--- src/hw/rtl/mlfq_pkg.sv ---
// mlfq_pkg: shared types and codes for the multilevel feedback queue scheduler
// used by mlfq_ctrl, mlfq_dp and mlfq_thread_scheduler; no dependencies
package mlfq_pkg;

    localparam logic [2:0] CMD_CREATE  = 3'd0;
    localparam logic [2:0] CMD_WAKE    = 3'd1;
    localparam logic [2:0] CMD_PREEMPT = 3'd2;
    localparam logic [2:0] CMD_BLOCK   = 3'd3;
    localparam logic [2:0] CMD_EXIT    = 3'd4;

    localparam logic [0:0] REG_QUANTUM = 1'b0;
    localparam logic [0:0] REG_BOOST   = 1'b1;

    localparam int unsigned TIME_W   = 21;
    localparam int unsigned QUANTA_W = 8;

    typedef enum logic [3:0] {
        ST_IDLE,
        ST_DECODE,
        ST_BOOST_POP,
        ST_BOOST_PUSH,
        ST_CUR_POP,
        ST_CUR_PUSH,
        ST_REMOVE,
        ST_FINISH,
        ST_RESULT
    } state_t;

    // commands from controller to datapath
    typedef struct packed {
        logic latch_in;     // capture beat
        logic do_create;    // enqueue new or woken thread
        logic boost_pop;    // pop head of lowest nonzero level for boost
        logic boost_push;   // append popped thread at level 0
        logic cur_pop;      // pop running thread (preempt)
        logic cur_push;     // charge and append running thread
        logic remove;       // block or exit running thread
        logic clear_time;   // boost finished
        logic add_time;     // charge quantum to time counter
        logic set_result;   // load output register
        logic set_error;    // result error flag
    } dp_cmd_t;

    // status from datapath to controller
    typedef struct packed {
        logic [2:0] cmd;
        logic       id_bad;      // id queued or out of range
        logic       any_queued;
        logic       boost_due;
        logic       boost_left;  // some thread queued below level 0
    } dp_sts_t;

endpackage

--- src/hw/rtl/mlfq_dp.sv ---
// mlfq_dp: run queues, per-thread tables, time counter and result register
// depends on mlfq_pkg
module mlfq_dp #(
    parameter int LEVELS      = 4,
    parameter int MAX_THREADS = 64
) (
    input  logic                 clk,
    input  logic                 rst_n,
    input  logic [2:0]           in_cmd,
    input  logic [5:0]           in_id,
    input  logic                 cfg_we,
    input  logic [0:0]           cfg_index,
    input  logic [19:0]          cfg_data,
    input  mlfq_pkg::dp_cmd_t    ctl,
    output mlfq_pkg::dp_sts_t    sts,
    output logic [5:0]           res_id,
    output logic                 res_valid,
    output logic                 res_error
);
    localparam int LW = (LEVELS > 1) ? $clog2(LEVELS) : 1;
    localparam int TW = (MAX_THREADS > 1) ? $clog2(MAX_THREADS) : 1;

    logic [2:0]  cmd_reg;
    logic [5:0]  id_reg;
    logic [15:0] quantum_reg;
    logic [19:0] boost_reg;
    logic [mlfq_pkg::TIME_W-1:0] time_reg;

    logic [TW-1:0] head_reg [LEVELS];
    logic [TW-1:0] tail_reg [LEVELS];
    logic [LEVELS-1:0] nonempty_reg;
    logic [MAX_THREADS-1:0] inq_reg;
    logic [TW-1:0] link_mem [MAX_THREADS];
    logic [LW-1:0] level_mem [MAX_THREADS];
    logic [mlfq_pkg::QUANTA_W-1:0] quanta_mem [MAX_THREADS];

    logic [TW-1:0] pop_id_reg;     // thread held between pop and push
    logic [LW-1:0] pop_lvl_reg;

    // registered table reads
    logic [TW-1:0] link_rd_reg;    // next link of the last popped head
    logic [LW-1:0] level_rd_reg;   // kept level of the id in the accepted beat
    logic [mlfq_pkg::QUANTA_W-1:0] quanta_rd_reg;
    logic          fix_reg;        // head of pop_lvl_reg still to advance

    // queue heads with the pending advance forwarded
    logic [TW-1:0] head_cur [LEVELS];
    always_comb
    begin
        for (int i = 0; i < LEVELS; i++)
        begin
            head_cur[i] = (fix_reg && pop_lvl_reg == LW'(i)) ? link_rd_reg : head_reg[i];
        end
    end

    // lowest nonempty level
    logic [LW-1:0] top_lvl;
    logic [LW-1:0] low_lvl;        // lowest nonempty level above 0
    logic          low_any;
    always_comb
    begin
        top_lvl = '0;
        for (int i = LEVELS - 1; i >= 0; i--)
        begin
            if (nonempty_reg[i])
            begin
                top_lvl = LW'(i);
            end
        end
        low_lvl = '0;
        low_any = 1'b0;
        for (int i = LEVELS - 1; i >= 1; i--)
        begin
            if (nonempty_reg[i])
            begin
                low_lvl = LW'(i);
                low_any = 1'b1;
            end
        end
    end

    logic [TW-1:0] id_sel;
    logic          id_range;
    assign id_range = (32'(id_reg) < 32'(MAX_THREADS));
    assign id_sel   = TW'(id_reg);

    assign sts.cmd        = cmd_reg;
    assign sts.id_bad     = !id_range || inq_reg[id_sel];
    assign sts.any_queued = |nonempty_reg;
    assign sts.boost_due  = ({1'b0, boost_reg} <= time_reg);
    assign sts.boost_left = low_any;

    // push target for current op
    logic [TW-1:0] push_id;
    logic [LW-1:0] push_lvl;
    logic          push_en;
    logic [TW-1:0] pop_lvl_head;
    logic [LW-1:0] pop_lvl;
    logic          pop_en;
    logic [mlfq_pkg::QUANTA_W-1:0] q_cur, q_new;
    logic [LW-1:0] cur_lvl_new;

    assign q_cur = quanta_rd_reg;
    assign q_new = (q_cur == '1) ? q_cur : q_cur + 1'b1;
    always_comb
    begin
        cur_lvl_new = pop_lvl_reg;
        if ((32'(pop_lvl_reg) < LEVELS - 1) &&
            ({1'b0, q_new} >= 9'({pop_lvl_reg, 1'b0}) + 9'd2))
        begin
            cur_lvl_new = pop_lvl_reg + 1'b1;
        end
    end

    always_comb
    begin
        push_en  = 1'b0;
        push_id  = id_sel;
        push_lvl = '0;
        pop_en   = 1'b0;
        pop_lvl  = top_lvl;
        if (ctl.do_create)
        begin
            push_en  = 1'b1;
            push_lvl = (cmd_reg == mlfq_pkg::CMD_CREATE) ? '0 : level_rd_reg;
        end
        else if (ctl.boost_push)
        begin
            push_en = 1'b1;
            push_id = pop_id_reg;
        end
        else if (ctl.cur_push)
        begin
            push_en  = 1'b1;
            push_id  = pop_id_reg;
            push_lvl = cur_lvl_new;
        end
        if (ctl.boost_pop)
        begin
            pop_en  = 1'b1;
            pop_lvl = low_lvl;
        end
        else if (ctl.cur_pop || ctl.remove)
        begin
            pop_en = 1'b1;
        end
    end
    assign pop_lvl_head = head_cur[pop_lvl];

    always_ff @(posedge clk)
    begin
        if (ctl.latch_in)
        begin
            cmd_reg      <= in_cmd;
            id_reg       <= in_id;
            level_rd_reg <= level_mem[TW'(in_id)];
        end
        if (pop_en)
        begin
            pop_id_reg    <= pop_lvl_head;
            pop_lvl_reg   <= pop_lvl;
            link_rd_reg   <= link_mem[pop_lvl_head];
            quanta_rd_reg <= quanta_mem[pop_lvl_head];
        end
        if (push_en && nonempty_reg[push_lvl])
        begin
            link_mem[tail_reg[push_lvl]] <= push_id;
        end
        if (ctl.do_create)
        begin
            if (cmd_reg == mlfq_pkg::CMD_CREATE)
            begin
                level_mem[id_sel]  <= '0;
                quanta_mem[id_sel] <= '0;
            end
        end
        if (ctl.boost_push)
        begin
            level_mem[pop_id_reg] <= '0;
        end
        if (ctl.cur_push)
        begin
            level_mem[pop_id_reg]  <= cur_lvl_new;
            quanta_mem[pop_id_reg] <= q_new;
        end
        if (ctl.remove && cmd_reg == mlfq_pkg::CMD_BLOCK && sts.boost_due)
        begin
            level_mem[pop_lvl_head] <= '0;
        end
        for (int i = 0; i < LEVELS; i++)
        begin
            // head advances in the cycle after its pop, once the link is read
            if (fix_reg && pop_lvl_reg == LW'(i))
            begin
                head_reg[i] <= link_rd_reg;
            end
            if (push_en && push_lvl == LW'(i))
            begin
                tail_reg[i] <= push_id;
                if (!nonempty_reg[i] || (pop_en && pop_lvl == LW'(i) &&
                    head_cur[i] == tail_reg[i]))
                begin
                    head_reg[i] <= push_id;
                end
            end
        end
    end

    always_ff @(posedge clk or negedge rst_n)
    begin
        if (!rst_n)
        begin
            nonempty_reg <= '0;
            inq_reg      <= '0;
            fix_reg      <= 1'b0;
            time_reg     <= '0;
            quantum_reg  <= 16'd10000;
            boost_reg    <= 20'd2000;
            res_id       <= '0;
            res_valid    <= 1'b0;
            res_error    <= 1'b0;
        end
        else
        begin
            if (cfg_we)
            begin
                case (cfg_index)
                    mlfq_pkg::REG_QUANTUM: quantum_reg <= cfg_data[15:0];
                    mlfq_pkg::REG_BOOST:   boost_reg   <= cfg_data;
                    default:               ;
                endcase
            end
            fix_reg <= pop_en && (pop_lvl_head != tail_reg[pop_lvl]);
            for (int i = 0; i < LEVELS; i++)
            begin
                if (pop_en && pop_lvl == LW'(i) && head_cur[i] == tail_reg[i])
                begin
                    nonempty_reg[i] <= 1'b0;
                end
                if (push_en && push_lvl == LW'(i))
                begin
                    nonempty_reg[i] <= 1'b1;
                end
            end
            if (pop_en)
            begin
                inq_reg[pop_lvl_head] <= 1'b0;
            end
            if (push_en)
            begin
                inq_reg[push_id] <= 1'b1;
            end
            if (ctl.clear_time)
            begin
                time_reg <= '0;
            end
            else if (ctl.add_time)
            begin
                time_reg <= (22'(time_reg) + 22'(quantum_reg) > 22'h1FFFFF) ?
                            '1 : time_reg + 21'(quantum_reg);
            end
            if (ctl.set_result)
            begin
                res_valid <= |nonempty_reg;
                res_id    <= (|nonempty_reg) ? 6'(head_cur[top_lvl]) : '0;
                res_error <= ctl.set_error;
            end
        end
    end
endmodule

--- src/hw/rtl/mlfq_ctrl.sv ---
// mlfq_ctrl: sequencing state machine for scheduler events
// depends on mlfq_pkg
module mlfq_ctrl (
    input  logic              clk,
    input  logic              rst_n,
    input  logic              in_fire,
    input  logic              out_fire,
    input  mlfq_pkg::dp_sts_t sts,
    output logic              in_ready,
    output logic              out_valid,
    output mlfq_pkg::dp_cmd_t ctl
);
    mlfq_pkg::state_t state_reg, state_next;
    logic err_reg, err_next;
    logic rm_reg, rm_next;   // block/exit path: boost after removal

    always_ff @(posedge clk or negedge rst_n)
    begin
        if (!rst_n)
        begin
            state_reg <= mlfq_pkg::ST_IDLE;
            err_reg   <= 1'b0;
            rm_reg    <= 1'b0;
        end
        else
        begin
            state_reg <= state_next;
            err_reg   <= err_next;
            rm_reg    <= rm_next;
        end
    end

    always_comb
    begin
        state_next = state_reg;
        err_next   = err_reg;
        rm_next    = rm_reg;
        case (state_reg)
            mlfq_pkg::ST_IDLE:
                if (in_fire) state_next = mlfq_pkg::ST_DECODE;
            mlfq_pkg::ST_DECODE:
            begin
                err_next   = 1'b0;
                rm_next    = 1'b0;
                state_next = mlfq_pkg::ST_FINISH;
                case (sts.cmd)
                    mlfq_pkg::CMD_CREATE, mlfq_pkg::CMD_WAKE:
                        err_next = sts.id_bad;
                    mlfq_pkg::CMD_PREEMPT:
                        if (!sts.any_queued) err_next = 1'b1;
                        else if (sts.boost_due) state_next = mlfq_pkg::ST_BOOST_POP;
                        else state_next = mlfq_pkg::ST_CUR_POP;
                    mlfq_pkg::CMD_BLOCK, mlfq_pkg::CMD_EXIT:
                        if (!sts.any_queued) err_next = 1'b1;
                        else
                        begin
                            rm_next    = 1'b1;
                            state_next = mlfq_pkg::ST_REMOVE;
                        end
                    default: err_next = 1'b1;
                endcase
            end
            mlfq_pkg::ST_REMOVE:
                state_next = sts.boost_due ? mlfq_pkg::ST_BOOST_POP : mlfq_pkg::ST_FINISH;
            mlfq_pkg::ST_BOOST_POP:
                state_next = sts.boost_left ? mlfq_pkg::ST_BOOST_PUSH :
                             (rm_reg ? mlfq_pkg::ST_FINISH : mlfq_pkg::ST_CUR_POP);
            mlfq_pkg::ST_BOOST_PUSH:
                state_next = mlfq_pkg::ST_BOOST_POP;
            mlfq_pkg::ST_CUR_POP:
                state_next = mlfq_pkg::ST_CUR_PUSH;
            mlfq_pkg::ST_CUR_PUSH:
                state_next = mlfq_pkg::ST_FINISH;
            mlfq_pkg::ST_FINISH:
                state_next = mlfq_pkg::ST_RESULT;
            mlfq_pkg::ST_RESULT:
                if (out_fire) state_next = mlfq_pkg::ST_IDLE;
            default:
                state_next = mlfq_pkg::ST_IDLE;
        endcase
    end

    always_comb
    begin
        ctl       = '0;
        in_ready  = 1'b0;
        out_valid = 1'b0;
        case (state_reg)
            mlfq_pkg::ST_IDLE:
            begin
                in_ready     = 1'b1;
                ctl.latch_in = 1'b1;
            end
            mlfq_pkg::ST_DECODE:
                ctl.do_create = (sts.cmd == mlfq_pkg::CMD_CREATE ||
                                 sts.cmd == mlfq_pkg::CMD_WAKE) && !sts.id_bad;
            mlfq_pkg::ST_REMOVE:
                ctl.remove = 1'b1;
            mlfq_pkg::ST_BOOST_POP:
            begin
                ctl.boost_pop  = sts.boost_left;
                ctl.clear_time = !sts.boost_left;
            end
            mlfq_pkg::ST_BOOST_PUSH:
                ctl.boost_push = 1'b1;
            mlfq_pkg::ST_CUR_POP:
                ctl.cur_pop = 1'b1;
            mlfq_pkg::ST_CUR_PUSH:
                ctl.cur_push = 1'b1;
            mlfq_pkg::ST_FINISH:
            begin
                ctl.add_time   = !err_reg && (sts.cmd == mlfq_pkg::CMD_PREEMPT ||
                                  sts.cmd == mlfq_pkg::CMD_BLOCK ||
                                  sts.cmd == mlfq_pkg::CMD_EXIT);
                ctl.set_result = 1'b1;
                ctl.set_error  = err_reg;
            end
            mlfq_pkg::ST_RESULT:
                out_valid = 1'b1;
            default: ;
        endcase
    end
endmodule

--- src/hw/rtl/mlfq_thread_scheduler.sv ---
// mlfq_thread_scheduler: multilevel feedback queue scheduler, top level
// sequence: each command beat passes the decode, finish and result states; a valid
//   preempt adds a pop and a push of the running thread, block and exit add a removal,
//   and a boost adds one pop and one push per thread moved up to level 0 plus a closing state
// throughput: one event at a time, next beat taken the cycle after the result beat leaves
// reset: asynchronous, all queues empty, quantum 10000, boost period 2000
module mlfq_thread_scheduler #(
    parameter int LEVELS      = 4,
    parameter int MAX_THREADS = 64
) (
    input  logic        clk,
    input  logic        rst_n,
    input  logic        s_axis_tvalid,
    output logic        s_axis_tready,
    input  logic [15:0] s_axis_tdata,   // cmd[2:0], thread_id[8:3]
    output logic        m_axis_tvalid,
    input  logic        m_axis_tready,
    output logic [7:0]  m_axis_tdata,   // running_id[5:0], running_valid[6], error[7]
    input  logic        cfg_we,
    input  logic [0:0]  cfg_index,
    input  logic [19:0] cfg_data
);
    mlfq_pkg::dp_cmd_t ctl;
    mlfq_pkg::dp_sts_t sts;
    logic [5:0] res_id;
    logic       res_valid;
    logic       res_error;

    // controller sequences pops and pushes of the shared queue port
    mlfq_ctrl u_ctrl (
        .clk      (clk),
        .rst_n    (rst_n),
        .in_fire  (s_axis_tvalid && s_axis_tready),
        .out_fire (m_axis_tvalid && m_axis_tready),
        .sts      (sts),
        .in_ready (s_axis_tready),
        .out_valid(m_axis_tvalid),
        .ctl      (ctl)
    );

    // datapath holds queues, tables and the result register
    mlfq_dp #(
        .LEVELS     (LEVELS),
        .MAX_THREADS(MAX_THREADS)
    ) u_dp (
        .clk      (clk),
        .rst_n    (rst_n),
        .in_cmd   (s_axis_tdata[2:0]),
        .in_id    (s_axis_tdata[8:3]),
        .cfg_we   (cfg_we),
        .cfg_index(cfg_index),
        .cfg_data (cfg_data),
        .ctl      (ctl),
        .sts      (sts),
        .res_id   (res_id),
        .res_valid(res_valid),
        .res_error(res_error)
    );

    assign m_axis_tdata = {res_error, res_valid, res_id};
endmodule

--- config.mk ---
export PLATFORM = sky130hd
export DESIGN_NAME = mlfq_thread_scheduler
export DESIGN_NICKNAME = d
export VERILOG_FILES = /design/src/hw/rtl/mlfq_pkg.sv /design/src/hw/rtl/mlfq_dp.sv /design/src/hw/rtl/mlfq_ctrl.sv /design/src/hw/rtl/mlfq_thread_scheduler.sv
export SDC_FILE = /design/constraint.sdc
export NUM_CORES = 2
export LEC_CHECK = 0
export BUFFER_PORTS_ARGS = -buffer_cell sky130_fd_sc_hd__buf_2
export CELL_PAD_IN_SITES_DETAIL_PLACEMENT = 0
export CELL_PAD_IN_SITES_GLOBAL_PLACEMENT = 1
export CORE_MARGIN = 3
export CORE_UTILIZATION = 45
export DETAILED_ROUTE_END_ITERATION = 7
export PLACE_DENSITY_LB_ADDON = 0.3
export SYNTH_ARGS = -nofsm -noshare
export SYNTH_HDL_FRONTEND = slang
export SYNTH_SLANG_ARGS = --single-unit
export TNS_END_PERCENT = 50
--- constraint.sdc ---
create_clock -name clk -period 8.7 [get_ports clk]
set_input_delay 1.74 -clock clk [delete_from_list [all_inputs] [get_ports clk]]
set_output_delay 1.74 -clock clk [all_outputs]
set_load 0.1 [all_outputs]
== Word-level counts from Yosys, hierarchy flattened ==
Memories as Yosys holds them, arrays and structs flattened. A register that Yosys moved wholly into a read port is not among the register bits.
Cells that the tools add are included.

* Register bits after elaboration: 157
* Bits of input ports: 42
* Bits in latches: 0
* Memory bits (read-only): 0
* Logic and storage cells: 285
* Bits in writable memories: 1,072
* Memories: 5
* Output and inout bits: 10

* Bitwise logic cells: 11
* Reductions and logical operators: 65
* $lt $le $gt $ge: 12
* Shift operators: 0
* Eq/ne operators: 29
* Add/subtract/negate cells: 5
* Divide/modulo/power cells: 0
* Multiplexer cells: 139
* Multipliers: 0

{| class="wikitable"
|+ Memories
! name !! depth !! width !! rd ports !! clocked after Yosys merged registers in !! wr ports !! line !! source
|-
| u_dp.quanta_mem || 64 || 8 || 1 || 1 || 1 || mlfq_dp.sv:35 || <nowiki>logic [mlfq_pkg::QUANTA_W-1:0] quanta_mem [MAX_THREADS];</nowiki>
|-
| u_dp.link_mem || 64 || 6 || 1 || 1 || 1 || mlfq_dp.sv:33 || <nowiki>logic [TW-1:0] link_mem [MAX_THREADS];</nowiki>
|-
| u_dp.level_mem || 64 || 2 || 1 || 1 || 1 || mlfq_dp.sv:34 || <nowiki>logic [LW-1:0] level_mem [MAX_THREADS];</nowiki>
|-
| u_dp.head_reg || 4 || 6 || 4 || 0 || 4 || mlfq_dp.sv:29 || <nowiki>logic [TW-1:0] head_reg [LEVELS];</nowiki>
|-
| u_dp.tail_reg || 4 || 6 || 6 || 0 || 1 || mlfq_dp.sv:30 || <nowiki>logic [TW-1:0] tail_reg [LEVELS];</nowiki>
|}

{| class="wikitable"
|+ Operators by type and width
! operator !! number
|-
| 2-to-1 mux 6 bit || 22
|-
| 2-to-1 mux 64 bit || 2
|-
| 2-to-1 mux 1 bit || 77
|-
| AND 64 bit || 1
|-
| NOT 64 bit || 1
|-
| bitwise OR 64 bit || 1
|-
| 2-to-1 mux 21 bit || 3
|-
| one-hot mux 4 bit (9 select lines) || 1
|-
| 2-to-1 mux 2 bit || 17
|-
| logical AND 1 bit || 27
|-
| binary-select mux 6 bit (select 2 bit) || 2
|-
| == test 6 bit || 4
|-
| adder 21 x 16 -> 22 bit || 1
|-
| > comparator 22 x 21 -> 1 bit (second input constant) || 1
|-
| adder 21 x 16 -> 21 bit || 1
|-
| less-or-equal comparator 20 x 21 -> 1 bit || 1
|-
| < comparator 6 x 7 -> 1 bit (second input constant) || 3
|-
| OR reduction 6 bit || 3
|-
| == test 4 x 3 -> 1 bit (second input constant) || 4
|-
| 2-to-1 mux 4 bit || 4
|-
| 2-to-1 mux 8 bit || 2
|-
| demux 1 bit (select 6 bit) || 2
|-
| == test 2 bit (second input constant) || 6
|-
| >= comparator 6 x 1 -> 1 bit (second input constant) || 2
|-
| other kinds (36) || 73
|}

== Depth between registers and ports, before layout ==
* Word-level depth: 18
* Depth in mapped cells: 18
* Depth with buffers taken out: 16

== Cells and area by module ==
From an unflattened synthesis, not the netlist that was laid out.

* Cell total of the unflattened synthesis: 4,422
* Area, all modules: 56,178.9 µm²

{| class="wikitable"
|+ Modules (own cells, without submodules)
! module !! area each (µm²) !! times used !! seq. area each (µm²) !! cells an instance
|-
| mlfq_dp || 55,667.1 || 1 || 36,488.7 || 4,359
|-
| mlfq_ctrl || 484.2 || 1 || 150.1 || 59
|-
| mlfq_thread_scheduler || 27.5 || 1 || 0.0 || 4
|}

== Least setup slack after synthesis ==
OpenSTA, ideal clock, no wires.

* Path kind: reg-to-reg
* Start point: reg u_dp.quanta_rd_reg (netlist bit u_dp.q_cur[0]), read port of u_dp.quanta_mem
* End point: mem u_dp.link_mem[48][0] (netlist bit), enable pin
* Path slack: 2,153 ps
* Data required time: 8,314 ps
* Arrival: 6,161 ps
* Setup time: 386 ps
* Buffers on the path: 0
* Stages on the path, launching flop included: 16
* Clock period less this slack: 6,547 ps
* Path through: edfxtp_1 > ha_1 > and4_1 > nand4_1 > nand2_1 > mux2_2 > ha_1 > o21ai_0 > a31oi_1 > nor3b_1 > a31oi_1 > mux2i_1 > nor2_1 > o311ai_0 > nand4_1 > nor4_1

* Longest elaborated chain between the ends: 13
* Elaborated cells on any way between the ends: 15
* Those cells by class: add/sub: 1; order compare: 1; eq/ne: 1; mux: 9; reduce/logical: 2; memory: 1

{| class="wikitable"
|+ RTL lines
! what !! line !! source
|-
| from (decl) || mlfq_dp.sv:43 || <nowiki>logic [mlfq_pkg::QUANTA_W-1:0] quanta_rd_reg;</nowiki>
|-
| adder 8 x 1 -> 8 bit / == test 8 bit (equally long branches) || mlfq_dp.sv:104 || <nowiki>assign q_new = (q_cur == '1) ? q_cur : q_cur + 1'b1;</nowiki>
|-
| 2-to-1 mux 8 bit * || mlfq_dp.sv:104 ||
|-
| >= comparator 8 x 9 -> 1 bit * || mlfq_dp.sv:109 || <nowiki>({1'b0, q_new} >= 9'({pop_lvl_reg, 1'b0}) + 9'd2))</nowiki>
|-
| logical AND 1 bit * || mlfq_dp.sv:108 || <nowiki>if ((32'(pop_lvl_reg) < LEVELS - 1) &&</nowiki>
|-
| 2-to-1 mux 2 bit * || mlfq_dp.sv:108 ||
|-
| 2-to-1 mux 2 bit * || mlfq_dp.sv:132 || <nowiki>else if (ctl.cur_push)</nowiki>
|-
| 2-to-1 mux 2 bit * || mlfq_dp.sv:127 || <nowiki>else if (ctl.boost_push)</nowiki>
|-
| 2-to-1 mux 2 bit * || mlfq_dp.sv:122 || <nowiki>if (ctl.do_create)</nowiki>
|-
| binary-select mux 1 bit (select 2 bit) || mlfq_dp.sv:165 || <nowiki>if (push_en && nonempty_reg[push_lvl])</nowiki>
|-
| 2-to-1 mux 1 bit (not written as such) || mlfq_dp.sv:165 ||
|-
| logical AND 1 bit || mlfq_dp.sv:165 ||
|-
| 2-to-1 mux 1 bit || mlfq_dp.sv:165 ||
|-
| 2-to-1 mux 1 bit (not written as such) || mlfq_dp.sv:167 || <nowiki>link_mem[tail_reg[push_lvl]] <= push_id;</nowiki>
|-
| to (decl) || mlfq_dp.sv:33 ||
|}

Every way passes the cells marked *; elsewhere a longest branch is shown, timed or not. The select of a mux whose other input is x is not followed.

== Worst setup path after layout ==
* Start point: reg u_dp.quanta_rd_reg (netlist bit u_dp.q_cur[0]), read port of u_dp.quanta_mem
* End point: mem u_dp.link_mem[34][3] (netlist bit), enable pin

Same word-level chain as after synthesis.

==> impl_metrics.py <==
metrics = {
    "floorplan": {
        "start_util_pct": 45.7,
        "placementRows": 122,
        "num_io_pins": 52,
        "die_w_um": 342,
        "die-area_mm2": 0.117,
        "core_region_area_mm2": 0.111,
        "die_y_um": 342,
    },
    "logic_synthesis": {
        "ys_seq_area_share_pct": 72.0,
        "async_flop_share_pct": 11.2,
        "synth_xor_area_share_pct": 0.792,
        "syn_inst": 3314,
        "syn-num-nets": 3401,
        "synth_compound_area_share_pct": 13.3,
        "ys_top_cells_by_area": "edfxtp_1 65%, a22oi_1 6.4%, dfrtp_1 6.3%",
        "synth.top_cell.area_share_pct": 64.8,
        "yosys_most_used_dff": "edfxtp_1",
        "yosys_warnings": 0,
        "synth_cell_types": 82,
        "syn_area_mm2": 0.0509,
        "avgSynthCellArea_um2": 15.4,
        "synthAdderAreaFrac_pct": 1.12,
        "synthMuxAreaShare_pct": 4.85,
        "synth_top_family_by_area": "compound AO/OA/AOI/OAI gates",
        "ys_seq_elements": 1245,
        "yosys.area_share.simple_pct": 5.69,
        "synth_top_cell_by_area": "edfxtp_1",
        "synth-edff-count": 1099,
    },
    "min_path": {
        "hold_path_startpoint": "u_dp.res_id[0]",
        "min_path_type": "reg2reg",
        "holdPathEnd": "u_dp.res_id[0]",
        "whs_path_depth": 2,
    },
    "cts": {
        "ctsHoldBuffers": 0,
        "cts_tree": "yes",
        "numCtsBuffers": 130,
        "path_clk_slew_ns": 0.06,
        "clock_sinks": 1245,
        "post_cts_resized": 0,
        "cts_max_path_buffers": 3,
        "root_buffer": "clkbuf_16",
        "cts.htree.levels": 4,
        "insertion_delay_ns": 0.75,
        "postCtsSetupRepairBufs": 0,
    },
    "drt": {
        "wirelength_um": 137000,
        "drt_iter0_drc": 3710,
        "route.detailed.drc": 0,
        "via_per_inst": 6.31,
        "wire_per_inst_um": 27.5,
        "drtPass1Iterations": 6,
        "antenna_left": 0,
        "vias": 31300,
    },
    "placement": {
        "hpwl_um": 84400,
        "portBuffers": 44,
        "dpl_cell_area_mm2": 0.0528,
        "place_congestion": 0.907,
        "dp_cells": 4727,
    },
    "critical_path": {
        "r2r-start": "u_dp.q_cur[0]",
        "r2r_end": "u_dp.link_mem[34][3]",
        "start_kind": "flop",
        "arrival_ns": 6.99,
        "rrSetupSlack_ns": 2.06,
        "reg2reg_depth": 15,
        "path_max_fanout": 70,
        "worstSetupEndpointType": "flop",
        "required_ns": 9.05,
        "crit_type": "reg2reg",
    },
    "final_layout": {
        "nets": 3458,
        "final_common_cell": "edfxtp_1",
        "drive_gt1_share_pct": 13.7,
        "antennaDiodeCount": 0,
        "layout_common_cells": "1099 x edfxtp_1, 432 x a22oi_1, 151 x nor2_1",
        "largest_reg_flops": 512,
        "area_growth_pct": 12.2,
        "final_area_mm2": 0.0571,
        "finalNonFillerCells": 4963,
        "top_register": "u_dp.quanta_mem",
    },
    "sta": {
        "worst_slew_pin_slew_ns": 1.26,
        "hold_slack_ns": 0.476,
        "hold_violations": 0,
        "fin_skew_ns": 0.0297,
        "rsz0062_at_grt": "false",
        "fin_setup_tns_ns": 0,
        "min_period_over_period_pct": 76.3,
        "fin_crit_ns": 6.64,
        "slew_headroom_pct": 14.6,
        "setup_viol": 0,
        "max_freq_mhz": 151,
        "drv_slew": 0,
    },
    "pwr": {
        "p_per_area_mw_per_mm2": 362,
        "report.power.total_uw": 20700,
        "p_leak_uw": 0.0185,
        "ir_drop_uv": 310,
    },
    "global_route": {
        "grt-ovfl-total": 0,
        "grt_max_degree": 112,
        "grt_antenna_before_repair": 0,
        "grt_pass1_vias": 31100,
        "grtUsageTotal_pct": 23.2,
        "grt_first_pass_wirelength_um": 204000,
    },
    "run_status": {
        "status": "completed",
    },
    "job": {
        "maxCapViolCount": 0,
    },
}
-- worst max-delay path, cell delays in order, from the launching register on --
cell      delay [ns]
edfxtp_1        0.44
ha_1            0.28
and4_1          0.23
nand4_1         0.21
mux2i_1         0.40
ha_1            0.30
nand2_1         0.07
a31oi_1         0.08
nor3b_1         0.36
a31oi_1         0.24
mux2i_4         0.25
buf_4           0.33
or2_0           0.59
o32ai_1         0.86
nand4_1         0.57
nor3_1          1.04
-- worst max-delay path by stage --
stage	from	to	slack [ns]
after floorplan	u_dp.q_cur[0]	u_dp.link_mem[48][0]	2.15
after global placement	u_dp.q_cur[0]	u_dp.link_mem[54][3]	2.35
after detailed placement	u_dp.q_cur[0]	u_dp.link_mem[54][1]	2.14
after CTS	u_dp.q_cur[0]	u_dp.link_mem[54][4]	2.13
after global routing	u_dp.q_cur[0]	u_dp.link_mem[34][3]	1.70
final	u_dp.q_cur[0]	u_dp.link_mem[34][3]	2.06
-- cells by family (layout without fill, tap and decap cells) --
| family | count (synthesis) | count (layout) |
|---|---|---|
| flip-flops | 1245 | 1245 |
| AND/OR/NAND/NOR | 596 | 596 |
| adder cells (fa/ha/maj) | 45 | 45 |
| AO/OA/AOI/OAI | 941 | 941 |
| XOR/XNOR | 46 | 46 |
| buffers and inverters | 258 | 419 |
| multiplexers | 183 | 183 |
-- per-layer routing --
layer  global-route usage (%)  share of wire [%]  up-vias
met5                        0                  0        -
li1                         -                  -    13600
met3                     3.80                8.0      263
met4                     7.71                2.9        0
met2                     36.7                 47     1523
met1                     33.0                 42    16000
-- through the flow --
step                      util (%)  worst slack, ns
after global routing          51.2             1.70
after detailed placement      47.4             2.14
after floorplan                  -             2.15
final                         51.2             2.06
after CTS                     51.2             2.13
after global placement        47.4             2.35
-- Yosys cell counts, types with 11 or more instances --
cell type,number
o21ai_0,150
nor3_1,90
clkbuf_1,90
nor4_1,29
mux4_2,45
o211ai_1,14
ha_1,44
dfrtp_1,129
dfstp_2,11
a31oi_1,26
o32ai_1,11
or2_2,12
a22oi_1,432
a21o_1,22
nor2b_1,21
a41oi_1,97
and3_1,13
mux2_2,58
buf_4,16
xnor2_1,33
nand2_1,135
a221oi_1,24
inv_1,64
and2_1,14
a22o_1,15
a21oi_1,65
edfxtp_1,1099
buf_2,74
mux2i_1,80
nand4_1,39
xor2_1,13
nand3_1,40
nor2_1,159
-- power breakdown --
part | internal [µW] | switching, µW
clock | 3260 | 2280
sequential | 7500 | 346
combinational | 2030 | 5250
total | 12800 | 7870
-- final cells by class --
cell class | instances | area, µm²
clock buffers | 160 | 3430
inverters | 67 | 251
well taps | 1488 | 1860
repair buffers | 116 | 830
fillers | 9144 | 54300
multi-input cells | 1811 | 13300
clock inverters | 76 | 830
flip-flops and latches | 1245 | 36600
Power figures use the tool's default switching activity.
